--- src/rtl/pkf_pkg.sv ---
package pkf_pkg;

  localparam int MAX_PAYLOAD = 256;
  localparam int QUEUE_DEPTH = 2;
  localparam int LEN_W = 16;
  localparam int SEQ_W = 16;

  localparam logic [7:0] HDR0 = 8'h57;
  localparam logic [7:0] HDR1 = 8'h41;
  localparam logic [7:0] HDR2 = 8'h56;
  localparam logic [7:0] TRAILER_CR = 8'h0D;
  localparam logic [7:0] CMD_RESET = 8'h69;

  // Position of the byte being sent within one queued job.
  typedef enum logic [3:0] {
    POS_H0,
    POS_H1,
    POS_H2,
    POS_SEQ_HI,
    POS_SEQ_LO,
    POS_LEN_HI,
    POS_LEN_LO,
    POS_CMD,
    POS_DATA,
    POS_SUM,
    POS_XOR,
    POS_CR
  } pkf_pos_t;

  // One accepted payload byte, classified and ready to send.
  typedef struct packed {
    logic             first;
    logic             last;
    logic [7:0]       data;
    logic [SEQ_W-1:0] seq;
    logic [LEN_W-1:0] lenf;
    logic [7:0]       cmd;
    logic [7:0]       sum;
    logic [7:0]       chk_xor;
  } pkf_job_t;

endpackage

--- src/rtl/pkf_fifo.sv ---
module pkf_fifo #(
  parameter int DEPTH = pkf_pkg::QUEUE_DEPTH
) (
  input  logic              clk,
  input  logic              rst_n,
  input  logic              push,
  input  pkf_pkg::pkf_job_t din,
  output logic              full,
  input  logic              pop,
  output logic              head_valid,
  output pkf_pkg::pkf_job_t head
);

  localparam int PTR_W = (DEPTH > 1) ? $clog2(DEPTH) : 1;
  localparam int CNT_W = $clog2(DEPTH + 1);
  localparam logic [PTR_W-1:0] LAST_PTR = PTR_W'(DEPTH - 1);
  localparam logic [CNT_W-1:0] FULL_CNT = CNT_W'(DEPTH);

  pkf_pkg::pkf_job_t entries_r [DEPTH];
  logic [PTR_W-1:0] wr_ptr_r, wr_ptr_nxt;
  logic [PTR_W-1:0] rd_ptr_r, rd_ptr_nxt;
  logic [CNT_W-1:0] count_r, count_nxt;

  assign full       = (count_r == FULL_CNT);
  assign head_valid = (count_r != '0);
  assign head       = entries_r[rd_ptr_r];

  always_comb begin
    wr_ptr_nxt = wr_ptr_r;
    rd_ptr_nxt = rd_ptr_r;
    count_nxt  = count_r;
    if (push) begin
      wr_ptr_nxt = (wr_ptr_r == LAST_PTR) ? '0 : wr_ptr_r + PTR_W'(1);
    end
    if (pop) begin
      rd_ptr_nxt = (rd_ptr_r == LAST_PTR) ? '0 : rd_ptr_r + PTR_W'(1);
    end
    if (push && !pop) begin
      count_nxt = count_r + CNT_W'(1);
    end else if (pop && !push) begin
      count_nxt = count_r - CNT_W'(1);
    end
  end

  always_ff @(posedge clk) begin
    if (!rst_n) begin
      wr_ptr_r <= '0;
      rd_ptr_r <= '0;
      count_r  <= '0;
    end else begin
      wr_ptr_r <= wr_ptr_nxt;
      rd_ptr_r <= rd_ptr_nxt;
      count_r  <= count_nxt;
    end
  end

  always_ff @(posedge clk) begin
    if (push) begin
      entries_r[wr_ptr_r] <= din;
    end
  end

endmodule

--- src/rtl/pkf_front.sv ---
module pkf_front (
  input  logic              clk,
  input  logic              rst_n,
  input  logic              cfg_valid,
  output logic              cfg_ready,
  input  logic [7:0]        cfg_data,
  input  logic              in_valid,
  output logic              in_ready,
  input  logic [7:0]        in_data_byte,
  input  logic [8:0]        in_payload_len,
  input  logic              in_last_byte,
  input  logic              q_full,
  output logic              q_push,
  output pkf_pkg::pkf_job_t q_din
);

  localparam logic [pkf_pkg::LEN_W-1:0] LEN_MAX = pkf_pkg::LEN_W'(pkf_pkg::MAX_PAYLOAD);

  logic [7:0]                cmd_r, cmd_nxt;
  logic                      in_packet_r, in_packet_nxt;
  logic [pkf_pkg::SEQ_W-1:0] seq_r, seq_nxt;
  logic [7:0]                sum_r, sum_nxt;
  logic [7:0]                xor_r, xor_nxt;
  logic [pkf_pkg::LEN_W-1:0] plen_c;
  logic                      accept;

  assign cfg_ready = 1'b1;
  assign in_ready  = !q_full;
  assign accept    = in_valid && in_ready;
  assign q_push    = accept;

  always_comb begin
    plen_c = pkf_pkg::LEN_W'(in_payload_len);
    if (plen_c == '0) begin
      plen_c = pkf_pkg::LEN_W'(1);
    end
    if (plen_c > LEN_MAX) begin
      plen_c = LEN_MAX;
    end
  end

  always_comb begin
    cmd_nxt       = (cfg_valid && cfg_ready) ? cfg_data : cmd_r;
    in_packet_nxt = in_packet_r;
    seq_nxt       = seq_r;
    sum_nxt       = sum_r;
    xor_nxt       = xor_r;
    if (accept) begin
      if (!in_packet_r) begin
        // A new packet: the check bytes restart from the command byte.
        seq_nxt = seq_r + pkf_pkg::SEQ_W'(1);
        sum_nxt = cmd_r + in_data_byte;
        xor_nxt = cmd_r ^ in_data_byte;
      end else begin
        sum_nxt = sum_r + in_data_byte;
        xor_nxt = xor_r ^ in_data_byte;
      end
      in_packet_nxt = !in_last_byte;
    end
  end

  always_comb begin
    q_din.first   = !in_packet_r;
    q_din.last    = in_last_byte;
    q_din.data    = in_data_byte;
    q_din.seq     = seq_nxt;
    q_din.lenf    = plen_c + pkf_pkg::LEN_W'(1);
    q_din.cmd     = cmd_r;
    q_din.sum     = sum_nxt;
    q_din.chk_xor = xor_nxt;
  end

  always_ff @(posedge clk) begin
    if (!rst_n) begin
      cmd_r       <= pkf_pkg::CMD_RESET;
      in_packet_r <= 1'b0;
      seq_r       <= '0;
      sum_r       <= '0;
      xor_r       <= '0;
    end else begin
      cmd_r       <= cmd_nxt;
      in_packet_r <= in_packet_nxt;
      seq_r       <= seq_nxt;
      sum_r       <= sum_nxt;
      xor_r       <= xor_nxt;
    end
  end

endmodule

--- src/rtl/pkf_back.sv ---
module pkf_back (
  input  logic              clk,
  input  logic              rst_n,
  input  logic              q_valid,
  input  pkf_pkg::pkf_job_t q_head,
  output logic              q_pop,
  output logic              out_valid,
  input  logic              out_ready,
  output logic [7:0]        out_byte,
  output logic              out_run_last,
  output logic              out_frame_end
);

  pkf_pkg::pkf_pos_t step_r, step_nxt;
  pkf_pkg::pkf_pos_t pos, pos_succ;
  logic              mid_r, mid_nxt;
  logic              out_valid_r, out_valid_nxt;
  logic [7:0]        byte_r, byte_nxt;
  logic              run_last_r, frame_end_r;
  logic              emit, job_end;

  assign out_valid     = out_valid_r;
  assign out_byte      = byte_r;
  assign out_run_last  = run_last_r;
  assign out_frame_end = frame_end_r;

  // Between jobs the position comes from the head job's kind.
  always_comb begin
    if (mid_r) begin
      pos = step_r;
    end else if (q_head.first) begin
      pos = pkf_pkg::POS_H0;
    end else begin
      pos = pkf_pkg::POS_DATA;
    end
  end

  assign emit    = q_valid && (!out_valid_r || out_ready);
  assign job_end = ((pos == pkf_pkg::POS_DATA) && !q_head.last) || (pos == pkf_pkg::POS_CR);
  assign q_pop   = emit && job_end;

  always_comb begin
    unique case (pos)
      pkf_pkg::POS_H0:     begin pos_succ = pkf_pkg::POS_H1;     byte_nxt = pkf_pkg::HDR0; end
      pkf_pkg::POS_H1:     begin pos_succ = pkf_pkg::POS_H2;     byte_nxt = pkf_pkg::HDR1; end
      pkf_pkg::POS_H2:     begin pos_succ = pkf_pkg::POS_SEQ_HI; byte_nxt = pkf_pkg::HDR2; end
      pkf_pkg::POS_SEQ_HI: begin pos_succ = pkf_pkg::POS_SEQ_LO; byte_nxt = q_head.seq[15:8]; end
      pkf_pkg::POS_SEQ_LO: begin pos_succ = pkf_pkg::POS_LEN_HI; byte_nxt = q_head.seq[7:0]; end
      pkf_pkg::POS_LEN_HI: begin pos_succ = pkf_pkg::POS_LEN_LO; byte_nxt = q_head.lenf[15:8]; end
      pkf_pkg::POS_LEN_LO: begin pos_succ = pkf_pkg::POS_CMD;    byte_nxt = q_head.lenf[7:0]; end
      pkf_pkg::POS_CMD:    begin pos_succ = pkf_pkg::POS_DATA;   byte_nxt = q_head.cmd; end
      pkf_pkg::POS_DATA:   begin pos_succ = pkf_pkg::POS_SUM;    byte_nxt = q_head.data; end
      pkf_pkg::POS_SUM:    begin pos_succ = pkf_pkg::POS_XOR;    byte_nxt = q_head.sum; end
      pkf_pkg::POS_XOR:    begin pos_succ = pkf_pkg::POS_CR;     byte_nxt = q_head.chk_xor; end
      pkf_pkg::POS_CR:     begin pos_succ = pkf_pkg::POS_H0;     byte_nxt = pkf_pkg::TRAILER_CR; end
      default:             begin pos_succ = pkf_pkg::POS_H0;     byte_nxt = pkf_pkg::TRAILER_CR; end
    endcase
  end

  always_comb begin
    step_nxt      = step_r;
    mid_nxt       = mid_r;
    out_valid_nxt = out_valid_r;
    if (out_ready) begin
      out_valid_nxt = 1'b0;
    end
    if (emit) begin
      out_valid_nxt = 1'b1;
      mid_nxt       = !job_end;
      step_nxt      = pos_succ;
    end
  end

  always_ff @(posedge clk) begin
    if (!rst_n) begin
      step_r      <= pkf_pkg::POS_H0;
      mid_r       <= 1'b0;
      out_valid_r <= 1'b0;
    end else begin
      step_r      <= step_nxt;
      mid_r       <= mid_nxt;
      out_valid_r <= out_valid_nxt;
    end
  end

  always_ff @(posedge clk) begin
    if (emit) begin
      byte_r      <= byte_nxt;
      run_last_r  <= job_end;
      frame_end_r <= (pos == pkf_pkg::POS_CR);
    end
  end

endmodule

--- src/rtl/packet_framer_sum_xor.sv ---
// An accepted payload byte is queued as a job, then sent through a registered output stage.
// Throughput: one payload byte per cycle inside a packet while the queue has room; the output sequencer sets the pace.
// A packet's first byte yields 9 output bytes (12 if it also ends the packet), its last byte 4.
// Reset (rst_n low, synchronous) empties the queue and output stage, clears the sequence number,
// the in-packet flag and the check bytes, and loads the command code with 0x69.
module packet_framer_sum_xor #(
  parameter int QUEUE_DEPTH = pkf_pkg::QUEUE_DEPTH
) (
  input  logic       clk,
  input  logic       rst_n,
  // Configuration write channel for the command code.
  input  logic       cfg_valid,
  output logic       cfg_ready,
  input  logic [7:0] cfg_data,
  // Payload byte channel.
  input  logic       in_valid,
  output logic       in_ready,
  input  logic [7:0] in_data_byte,
  input  logic [8:0] in_payload_len,
  input  logic       in_last_byte,
  // Framed byte stream.
  output logic       out_valid,
  input  logic       out_ready,
  output logic [7:0] out_byte,
  output logic       out_run_last,
  output logic       out_frame_end
);

  // The front end classifies each transaction as the first or a later byte of a
  // packet, keeps the sequence number and the running sum and XOR, and queues one
  // job per byte. Each job already carries every field its output bytes need, so
  // the back end never looks at front-end state.
  pkf_pkg::pkf_job_t q_din;
  pkf_pkg::pkf_job_t q_head;
  logic              q_push;
  logic              q_pop;
  logic              q_full;
  logic              q_valid;

  pkf_front u_front (
    .clk           (clk),
    .rst_n         (rst_n),
    .cfg_valid     (cfg_valid),
    .cfg_ready     (cfg_ready),
    .cfg_data      (cfg_data),
    .in_valid      (in_valid),
    .in_ready      (in_ready),
    .in_data_byte  (in_data_byte),
    .in_payload_len(in_payload_len),
    .in_last_byte  (in_last_byte),
    .q_full        (q_full),
    .q_push        (q_push),
    .q_din         (q_din)
  );

  // The queue lets the front end keep taking bytes while the back end is busy
  // with a header or trailer, or while the output side stalls.
  pkf_fifo #(
    .DEPTH(QUEUE_DEPTH)
  ) u_fifo (
    .clk       (clk),
    .rst_n     (rst_n),
    .push      (q_push),
    .din       (q_din),
    .full      (q_full),
    .pop       (q_pop),
    .head_valid(q_valid),
    .head      (q_head)
  );

  // The back end walks through the bytes of the head job, one per cycle unless the
  // output stalls, into a registered output stage, and pops the job after its final byte.
  pkf_back u_back (
    .clk          (clk),
    .rst_n        (rst_n),
    .q_valid      (q_valid),
    .q_head       (q_head),
    .q_pop        (q_pop),
    .out_valid    (out_valid),
    .out_ready    (out_ready),
    .out_byte     (out_byte),
    .out_run_last (out_run_last),
    .out_frame_end(out_frame_end)
  );

endmodule

--- config.mk ---
export PLATFORM = sky130hd
export DESIGN_NAME = packet_framer_sum_xor
export DESIGN_NICKNAME = d
export VERILOG_FILES = /design/src/rtl/pkf_pkg.sv /design/src/rtl/pkf_fifo.sv /design/src/rtl/pkf_front.sv /design/src/rtl/pkf_back.sv /design/src/rtl/packet_framer_sum_xor.sv
export SDC_FILE = /design/constraint.sdc
export NUM_CORES = 1
export LEC_CHECK = 0
export BUFFER_PORTS_ARGS = -buffer_cell sky130_fd_sc_hd__buf_2
export CAP_MARGIN = 20
export CORE_ASPECT_RATIO = 0.5
export CORE_MARGIN = 8
export CORE_UTILIZATION = 61
export DETAILED_ROUTE_END_ITERATION = 16
export PLACE_DENSITY = 0.8
export SYNTH_ARGS = -nofsm -noshare
export SYNTH_HDL_FRONTEND = slang
export SYNTH_SLANG_ARGS = --single-unit
--- constraint.sdc ---
create_clock -name clk -period 5.8 [get_ports clk]
set_clock_uncertainty 0.15 [all_clocks]
set_input_delay 1.16 -clock clk [delete_from_list [all_inputs] [get_ports clk]]
set_output_delay 1.16 -clock clk [all_outputs]
set_load 0.02 [all_outputs]
==> results of run 1 <==
## through the flow
stage	hold WS (ps)	utilization, %	setup WS, ps	instance area [µm²]	instances
final	364	69.5	2500	8810	837
after floorplan	305	-	1190	7920	621
after detailed placement	329	64.8	2330	8200	805
after global routing	382	69.5	2390	8810	837
after global placement	314	64.8	2410	8200	805
after CTS	356	69.5	2550	8810	837
## synthesized netlist by cell type (all sizes together) (3+ instances only)
master   number
a211oi        6
a21oi        27
a221oi        3
a222oi        8
a22o          3
a22oi        11
and2         32
and3          6
buf          16
clkbuf       15
dfxtp        52
edfxtp      130
ha           10
inv          10
mux2         21
mux2i        28
nand2        40
nand2b        6
nand3        18
nand4         7
nor2         39
nor2b         4
nor3          6
nor3b         3
o211ai        4
o21ai        28
o22ai        10
o2bb2ai       4
or3           4
xnor2        14
xor2         24
## path summary, 6_finish.rpt
check,end,cells past startpoint,from,slack (ps)
hold / removal,u_front.sum_r[0],2,u_front.sum_r[0],360
setup reg to reg,u_fifo.entries_r[0][15],9,u_front.in_packet_r,2500
setup / recovery,u_fifo.entries_r[0][15],9,u_front.in_packet_r,2500
hold reg to reg,u_front.sum_r[0],2,u_front.sum_r[0],360
## cell families (layout without fill, tap and decap cells)
group	after synthesis	in the layout	synth area share, %
AO/OA/AOI/OAI	120	120	10.1
XOR/XNOR	38	38	4.21
adder cells (fa/ha/maj)	11	11	1.83
buffers and inverters	42	88	2.66
flip-flops	182	182	62.5
multiplexers	51	51	7.10
other	2	3	0.0949
AND/OR/NAND/NOR	174	174	11.5
## worst max-delay path, stage by stage, from the launching register on
cell      delay, ps
dfxtp_1         900
mux2i_1         360
inv_1            80
ha_1            300
a211oi_1        340
o211ai_1        140
nand2_1         160
xnor2_1         170
mux2i_1         260
a211oi_1        120
## state kept, by name, summed over array words and instances (netlist names), named ones only
| register | cells |
|---|---|
| u_back.out_run_last | 1 |
| u_fifo.wr_ptr_r | 1 |
| u_front.seq_r | 16 |
| u_fifo.entries_r | 120 |
| u_back.mid_r | 1 |
| u_back.out_valid | 1 |
| u_back.step_r | 4 |
| u_fifo.rd_ptr_r | 1 |
| u_front.cmd_r | 8 |
| u_fifo.count_r | 2 |
| u_front.sum_r | 8 |
| u_back.out_byte | 8 |
| u_back.out_frame_end | 1 |
| u_front.xor_r | 8 |
| u_front.in_packet_r | 1 |
## final cells by class
cell class / count / area (µm²)
fill: 872 / 3860
timing repair buffer: 45 / 233
sequential: 182 / 4950
clock inverter: 13 / 128
multi-input combinational: 397 / 2770
tap: 170 / 213
inverter: 11 / 41.3
clock buffer: 19 / 475
## routing by layer
layer | vias up | global-route usage [%] | wire length (µm)
met1 | 2541 | 30.5 | 8010
met4 | 0 | 7.37 | 349
met3 | 33 | 8.92 | 2430
met5 | - | 0 | 0
li1 | 2388 | - | -
met2 | 301 | 31.7 | 7700
## report_power, final
| group | internal, mW | switching (mW) | total [mW] |
|---|---|---|---|
| clock | 0.621 | 0.531 | 1.15 |
| sequential | 1.75 | 0.162 | 1.92 |
| combinational | 0.321 | 0.612 | 0.933 |
==> flow_summary_export.csv, run 1 <==
group,metric,value,unit
synthesis,synth_ff_type,"edfxtp_1",
placed_design,place.gp.congestion,0.842,
route,wirelength,18500,µm
floorplan,die_width,177,µm
floorplan,die_area,17100,µm²
route,drt_iter0_drc,688,
clocking,cts_resized,0,
timing,min_period_over_period,56.8,%
timing,rsz0062_at_grt,"no",
flow_run,drv_cap,0,
clocking,clock_path_buffers,2,
finish,layout_commonest_cell,"edfxtp_1",
synthesis,synth_area,7910,µm²
timing,worst_slew_pin_slew,1040,ps
clocking,cts_tree,"yes",
floorplan,die_y,96.5,µm
power_and_ir_drop,leakage,3.15,nW
clocking,cts_sinks,182,
finish,layout_common_cells,"edfxtp_1, dfxtp_1, buf_2",
finish,drive_gt1_share,17.1,%
placed_design,io_buffers,42,
clocking,holdBufCountCts,0,
finish,area_growth,11.3,%
power_and_ir_drop,p_per_area,454,nW/µm²
grt,grtUsageTotal,22.2,%
route,viasPerCell,6.29,
route,ant_nets,0,
synthesis,synth_edf_count,130,
worst_setup_path,end_kind,"flop",
timing,drv_slew,0,
min_path,worstHoldPathType,"flop to flop",
timing,setup_viol,0,
power_and_ir_drop,ir_worst_vdd,0.000328,V
timing,period_needed,3300,ps
synthesis,synthCells,620,
clocking,clkTransAtPathRegs,80,ps
worst_setup_path,required,5780,ps
route,vias,5263,
synthesis,ys_seq_area_share,62.5,%
route,wl_per_cell,22.1,µm
grt,antenna_found_initial,0,
worst_setup_path,crit_type,"flop to flop",
synthesis,synth_area_leaders,"edfxtp_1, dfxtp_1, mux2i_1",
clocking,cts-buffers-inserted,17,
timing,hold_viol,0,
power_and_ir_drop,power,4.00,mW
synthesis,ys_types,62,
clocking,h-tree-depth,4,
synthesis,synth_async_sr_flop_share,0,%
route,drc,0,
floorplan,coreArea,12700,µm²
clocking,cts_setup_buffers,0,
finish,n_antenna_cell,0,
floorplan,ios,44,
timing,fmax,0.303,GHz
worst_setup_path,cp-start-kind,"flop",
route,dr.pass1.iters,6,
timing,worst_slew_margin_rel,30.9,%
synthesis,yosys.area.top_type,"edfxtp_1",
finish,finalNetCount,696,
synthesis,yosysWarnings,0,
synthesis,netlist.area_leader.share,49.3,%
clocking,worstSkewPairLatency,430,ps
clocking,cts-root-buf,"clkbuf_16",
synthesis,syn_area_per_cell,12.8,µm²
synthesis,ys_seq_elements,182,
worst_setup_path,path_max_fanout,19,
worst_setup_path,cp.arrival,3270,ps
floorplan,rows,29,
grt,grt_pass1_wl,28200,µm
timing,tns,0,ps
status,outcome,"finished, final reports clean",
floorplan,initial_core_util,62.5,%
grt,first_global_vias,5036,
placed_design,dp_hpwl,12400,µm
grt,grt_overflow,0,
grt,grt_max_degree,61,
No activity file was read; power rests on OpenSTA's default activity.
==> run 2: changes to the inputs <==
- CORE_UTILIZATION: 61 -> 55
- PLACE_DENSITY: 0.8 -> 0.76
- clock period: 5.8 -> 2.9 ns (I/O delays scaled with it)
==> run 2 against run 1 <==
Net effect: sequential cell count did not move; setup slack worse by 2300 ps; critical path depth increased by 1; worst hold slack worse by 150 ps; via count down 0.34%; sequential power rose by 97%; critical endpoint is now u_front.sum_r[6]; largest cell class unchanged.
==> flow_summary_export.csv, run 2 (synthesis results as in run 1) <==
group,metric,value,unit
worst_setup_path,cp-start-kind,"flop",
flow_run,drv_cap,0,
floorplan,die_area,18700,µm²
timing,rsz0062_at_grt,"no",
timing,hold_viol,0,
floorplan,initial_core_util,55.4,%
grt,grt_overflow,0,
floorplan,die_y,101,µm
power_and_ir_drop,power,7.99,mW
floorplan,rows,31,
clocking,cts_tree,"yes",
worst_setup_path,required,3090,ps
timing,period_needed,2670,ps
clocking,cts-buffers-inserted,17,
placed_design,io_buffers,42,
route,wirelength,18100,µm
clocking,holdBufCountCts,0,
grt,antenna_found_initial,0,
timing,min_period_over_period,92.0,%
worst_setup_path,cp_slowest_cell,"dfxtp_2",
floorplan,coreArea,14300,µm²
clocking,h-tree-depth,4,
power_and_ir_drop,leakage,3.22,nW
worst_setup_path,crit_chain,"mux2_2 -> ha_1 -> inv_1 -> fa_1 -> nor2b_1 -> o21ai_0 -> a21boi_0 -> o21a_1 -> or3_1 -> a31oi_1",
status,outcome,"finished, final reports clean",
worst_setup_path,end_kind,"flop",
timing,drv_slew,0,
finish,n_antenna_cell,0,
clocking,cts_setup_buffers,0,
timing,tns,0,ps
timing,worst_slew_pin_slew,648,ps
finish,finalNetCount,711,
route,wl_met1,8250,µm
clocking,worstSkewPairLatency,430,ps
timing,setup_viol,0,
route,ant_nets,0,
timing,worst_slew_margin_rel,56.6,%
placed_design,dp_hpwl,12300,µm
placed_design,place_area,8400,µm²
grt,grt_max_degree,61,
route,drt_iter0_drc,623,
power_and_ir_drop,ir_worst_vdd,0.000473,V
finish,regMostFlops,"u_fifo.entries_r",
worst_setup_path,slowest_delay,410,ps
route,wl_met3,2100,µm
worst_setup_path,cp.arrival,2860,ps
finish,largest_reg_flops,120,
route,wl_met2,7350,µm
power_and_ir_drop,p_per_area,891,nW/µm²
finish,layout_commonest_cell,"edfxtp_1",
worst_setup_path,path_max_fanout,7,
floorplan,die_width,186,µm
floorplan,ios,44,
finish,layout_common_cells,"edfxtp_1, dfxtp_1, buf_2",
finish,reg_top3,"u_fifo.entries_r (120), u_front.seq_r (16)",
min_path,worstHoldPathType,"input pin to flop",
route,dr.pass1.iters,5,
timing,fmax,0.375,GHz
worst_setup_path,crit_type,"flop to flop",
finish,fin_area,8970,µm²
grt,grtUsageTotal,20.2,%
route,vias,5245,
finish,area_growth,13.4,%
clocking,cts_sinks,182,
finish,drive_gt1_share,18.9,%
placed_design,place.gp.congestion,0.848,
clocking,cts-root-buf,"clkbuf_16",
route,dr.max_layer_used,"met4",
route,drc,0,
grt,grt_pass1_wl,28300,µm
grt,first_global_vias,5097,
clocking,clock_path_buffers,2,
clocking,clkTransAtPathRegs,70,ps
route,wl_per_cell,20.6,µm
finish,final_core_util,62.9,%
clocking,cts_resized,0,
route,viasPerCell,5.96,
==> run 2: final timing paths <==
kind	from	slack, ps	cells past startpoint	end
setup / recovery	u_front.in_packet_r	230	10	u_front.sum_r[6]
hold / removal	cfg_data[3]	210	3	u_front.cmd_r[3]
setup reg to reg	u_front.in_packet_r	230	10	u_front.sum_r[6]
hold reg to reg	u_front.sum_r[0]	340	2	u_front.sum_r[0]
==> run 2: per-stage QoR <==
stage                     setup WS [ps]  instances  hold slack (ps)
after CTS                           169        880              209
final                               231        880              212
after global placement              273        848              329
after global routing               72.8        880              204
after detailed placement            191        848              330
after floorplan                    89.4        621              305
==> run 2: where the power goes <==
group	switching, mW	total (mW)	internal [mW]	leakage (nW)
Combinational	1.26	1.97	0.718	1.29
Sequential	0.290	3.79	3.50	1.65
Clock	1.03	2.23	1.20	0.276
Total	2.57	7.99	5.42	3.22
==> run 2: final cells by class <==
cell class / count / area, µm²
clock inverters: 15 / 143
repair buffers: 60 / 395
multi-input cells: 397 / 2770
well taps: 198 / 248
fillers: 1084 / 5300
clock buffers: 17 / 425
flip-flops and latches: 182 / 4950
inverters: 11 / 41.3
==> run 2: metal layers <==
metal	vias up	track usage, %
met3	33	7.48
met2	241	27.7
li1	2406	-
met5	-	0
met1	2565	28.5
met4	0	7.82
==> run 2: critical path: cells and delay by family (launching register included) <==
kind                       cells  cell delay (ps)
and+or+nand+nor                2              420
AOI/OAI and AO/OA              4              740
muxes                          1              360
adders and majority gates      2              420
buffers and inverters          1               80
DFF                            1              410
==> run 3: changes to the inputs <==
- clock period: 2.9 -> 2.4 ns (I/O delays scaled with it)
==> run 3 against run 2 <==
Net effect: the flow now finishes with violations (negative setup slack); core utilization rose by 3.4 points; via count rose by 2.8%; combinational power rose by 45%; critical path depth rose by 1; clock-buffer cell count rose by 3; sequential share of layout area fell by 2.8 points; critical path type unchanged; critical endpoint unchanged; largest cell class unchanged.
==> flow_summary_export.csv, run 3 (synthesis results as in run 1) <==
group,metric,value,unit
status,outcome,"finished with violations",
status,violations,"negative setup slack",
grt,antenna_found_initial,1,
grt,first_global_vias,5349,
power_and_ir_drop,ir_worst_vdd,0.000445,V
finish,layout_common_cells,"edfxtp_1, buf_4, dfxtp_1",
floorplan,rows,31,
worst_setup_path,path_delay_family,"compound AO/OA/AOI/OAI gates",
grt,grt_pass1_wl,29500,µm
finish,area_growth,19.5,%
worst_setup_path,path_max_fanout,8,
worst_setup_path,r2r_end,"u_front.sum_r[6]",
worst_setup_path,crit_chain,"buf_12 -> mux2_4 -> ha_4 -> inv_2 -> fa_2 -> nor2b_2 -> o21ai_2 -> a21boi_2 -> o21a_1 -> or3_4 -> a31oi_1",
timing,fmax,0.403,GHz
route,drt_iter0_drc,570,
timing,layout_setup_ws,-79.1,ps
finish,final_core_util,66.3,%
clocking,worstSkewPairLatency,420,ps
worst_setup_path,crit_type,"flop to flop",
timing,hold_viol,0,
worst_setup_path,r2r_cells,11,
worst_setup_path,r2r_slack,-80,ps
flow_run,drv_cap,0,
route,vias,5393,
timing,worst_slew_pin_slew,684,ps
timing,rsz0062_at_grt,"yes",
worst_setup_path,required,2590,ps
timing,min_period_over_period,103,%
floorplan,die_width,186,µm
timing,period_needed,2480,ps
clocking,clkTransAtPathRegs,70,ps
timing,setup_viol,6,
timing,drv_slew,0,
clocking,cts_sinks,182,
finish,n_antenna_cell,0,
placed_design,dp_hpwl,13300,µm
min_path,worstHoldPathType,"input pin to flop",
min_path,min_to,"u_front.cmd_r[3]",
route,dr.pass1.iters,6,
grt,grt_overflow,0,
clocking,cts-buffers-inserted,17,
min_path,hold-path-cell-count,3,
route,wirelength,19200,µm
worst_setup_path,cp-start-kind,"flop",
grt,grt_max_degree,61,
clocking,clock_path_buffers,2,
route,wl_per_cell,20.9,µm
grt,grtUsageTotal,21.1,%
finish,reg_top3,"u_fifo.entries_r (120), u_front.seq_r (16)",
clocking,cts_tree,"yes",
timing,tns,-287,ps
power_and_ir_drop,leakage,3.46,nW
power_and_ir_drop,p_per_area,1050,nW/µm²
min_path,hold_path_startpoint,"cfg_data[3]",
timing,worst_slew_margin_rel,54.2,%
clocking,cts-root-buf,"clkbuf_16",
floorplan,ios,44,
floorplan,die_y,101,µm
placed_design,place.gp.congestion,0.938,
worst_setup_path,cp_slowest_cell,"or3_4",
route,wl_met1,8530,µm
route,drc,0,
clocking,h-tree-depth,4,
route,wl_met2,8440,µm
route,ant_nets,0,
finish,largest_reg_flops,120,
finish,drive_gt1_share,27.7,%
floorplan,die_area,18700,µm²
route,dr.max_layer_used,"met4",
placed_design,io_buffers,42,
clocking,holdBufCountCts,0,
worst_setup_path,reg2reg_from,"u_front.in_packet_r",
worst_setup_path,end_kind,"flop",
worst_setup_path,slowest_delay,380,ps
route,viasPerCell,5.86,
finish,finalNetCount,752,
worst_setup_path,critPathBufInv,2,
finish,regMostFlops,"u_fifo.entries_r",
floorplan,initial_core_util,55.4,%
worst_setup_path,cp.arrival,2670,ps
finish,layout_commonest_cell,"edfxtp_1",
route,wl_met3,1920,µm
floorplan,coreArea,14300,µm²
==> run 3: cell types whose count changed in the layout (fill, tap and decap cells not counted), moves of 4 or more <==
cell	before	now
buf_4	14	55
ha_1	10	3
ha_4	0	7
inv_6	5	1
mux2_2	21	15
mux2_4	0	6
o21ai_0	28	23
==> run 3: area by class of cell <==
cell class                 count  area (µm²)
clock inverter                12        78.8
clock buffer                  20         457
tap                          198         248
multi-input combinational    397        2990
timing repair buffer         101         694
sequential                   182        4950
inverter                      11        41.3
fill                        1047        4820
==> run 3: worst max path at each step <==
| stage | cells after the start | from | end |
|---|---|---|---|
| floorplan | 12 | u_front.in_packet_r | u_fifo.entries_r[0][14] |
| global placement | 9 | in_payload_len[4] | u_fifo.entries_r[0][30] |
| detailed placement | 9 | in_payload_len[4] | u_fifo.entries_r[1][30] |
| CTS | 11 | u_front.in_packet_r | u_front.sum_r[6] |
| global route | 11 | u_front.in_packet_r | u_front.sum_r[6] |
| finish | 11 | u_front.in_packet_r | u_front.sum_r[6] |
==> run 3: stage by stage <==
stage	total power [mW]	hold slack, ps	area, µm²	cells	setup slack [ps]
after floorplan	6.24	308	8080	621	-68.5
after global placement	7.17	319	8820	887	-141
after detailed placement	7.29	333	8820	887	-229
after CTS	9.83	110	9410	921	-108
after global routing	10.3	120	9460	921	-187
final	9.89	115	9460	921	-79.1
==> run 3: layer usage <==
layer / up-vias / track usage [%]
met3: 36 / 5.43
li1: 2493 / -
met2: 243 / 32.4
met1: 2621 / 29.0
met5: - / 0
met4: 0 / 6.61
==> run 3: power breakdown <==
group          total [mW]  leakage (nW)  switching (mW)  internal [mW]
sequential           4.53          1.66           0.298           4.24
clock                2.51         0.255            1.14           1.37
combinational        2.85          1.55            1.72           1.13
total                9.89          3.46            3.16           6.74
==> run 3: tightest hold or removal path, cell delays in order <==
cell and delay (ps):
buf_2 70, mux2i_1 50, nand2_1 60
==> run 3: timing repair <==
action	CTS	global route
hold endpoints to repair	0	0
pin swaps	2	2
resized for setup	13	14
setup endpoints to repair	14	19
buffers inserted	2	0
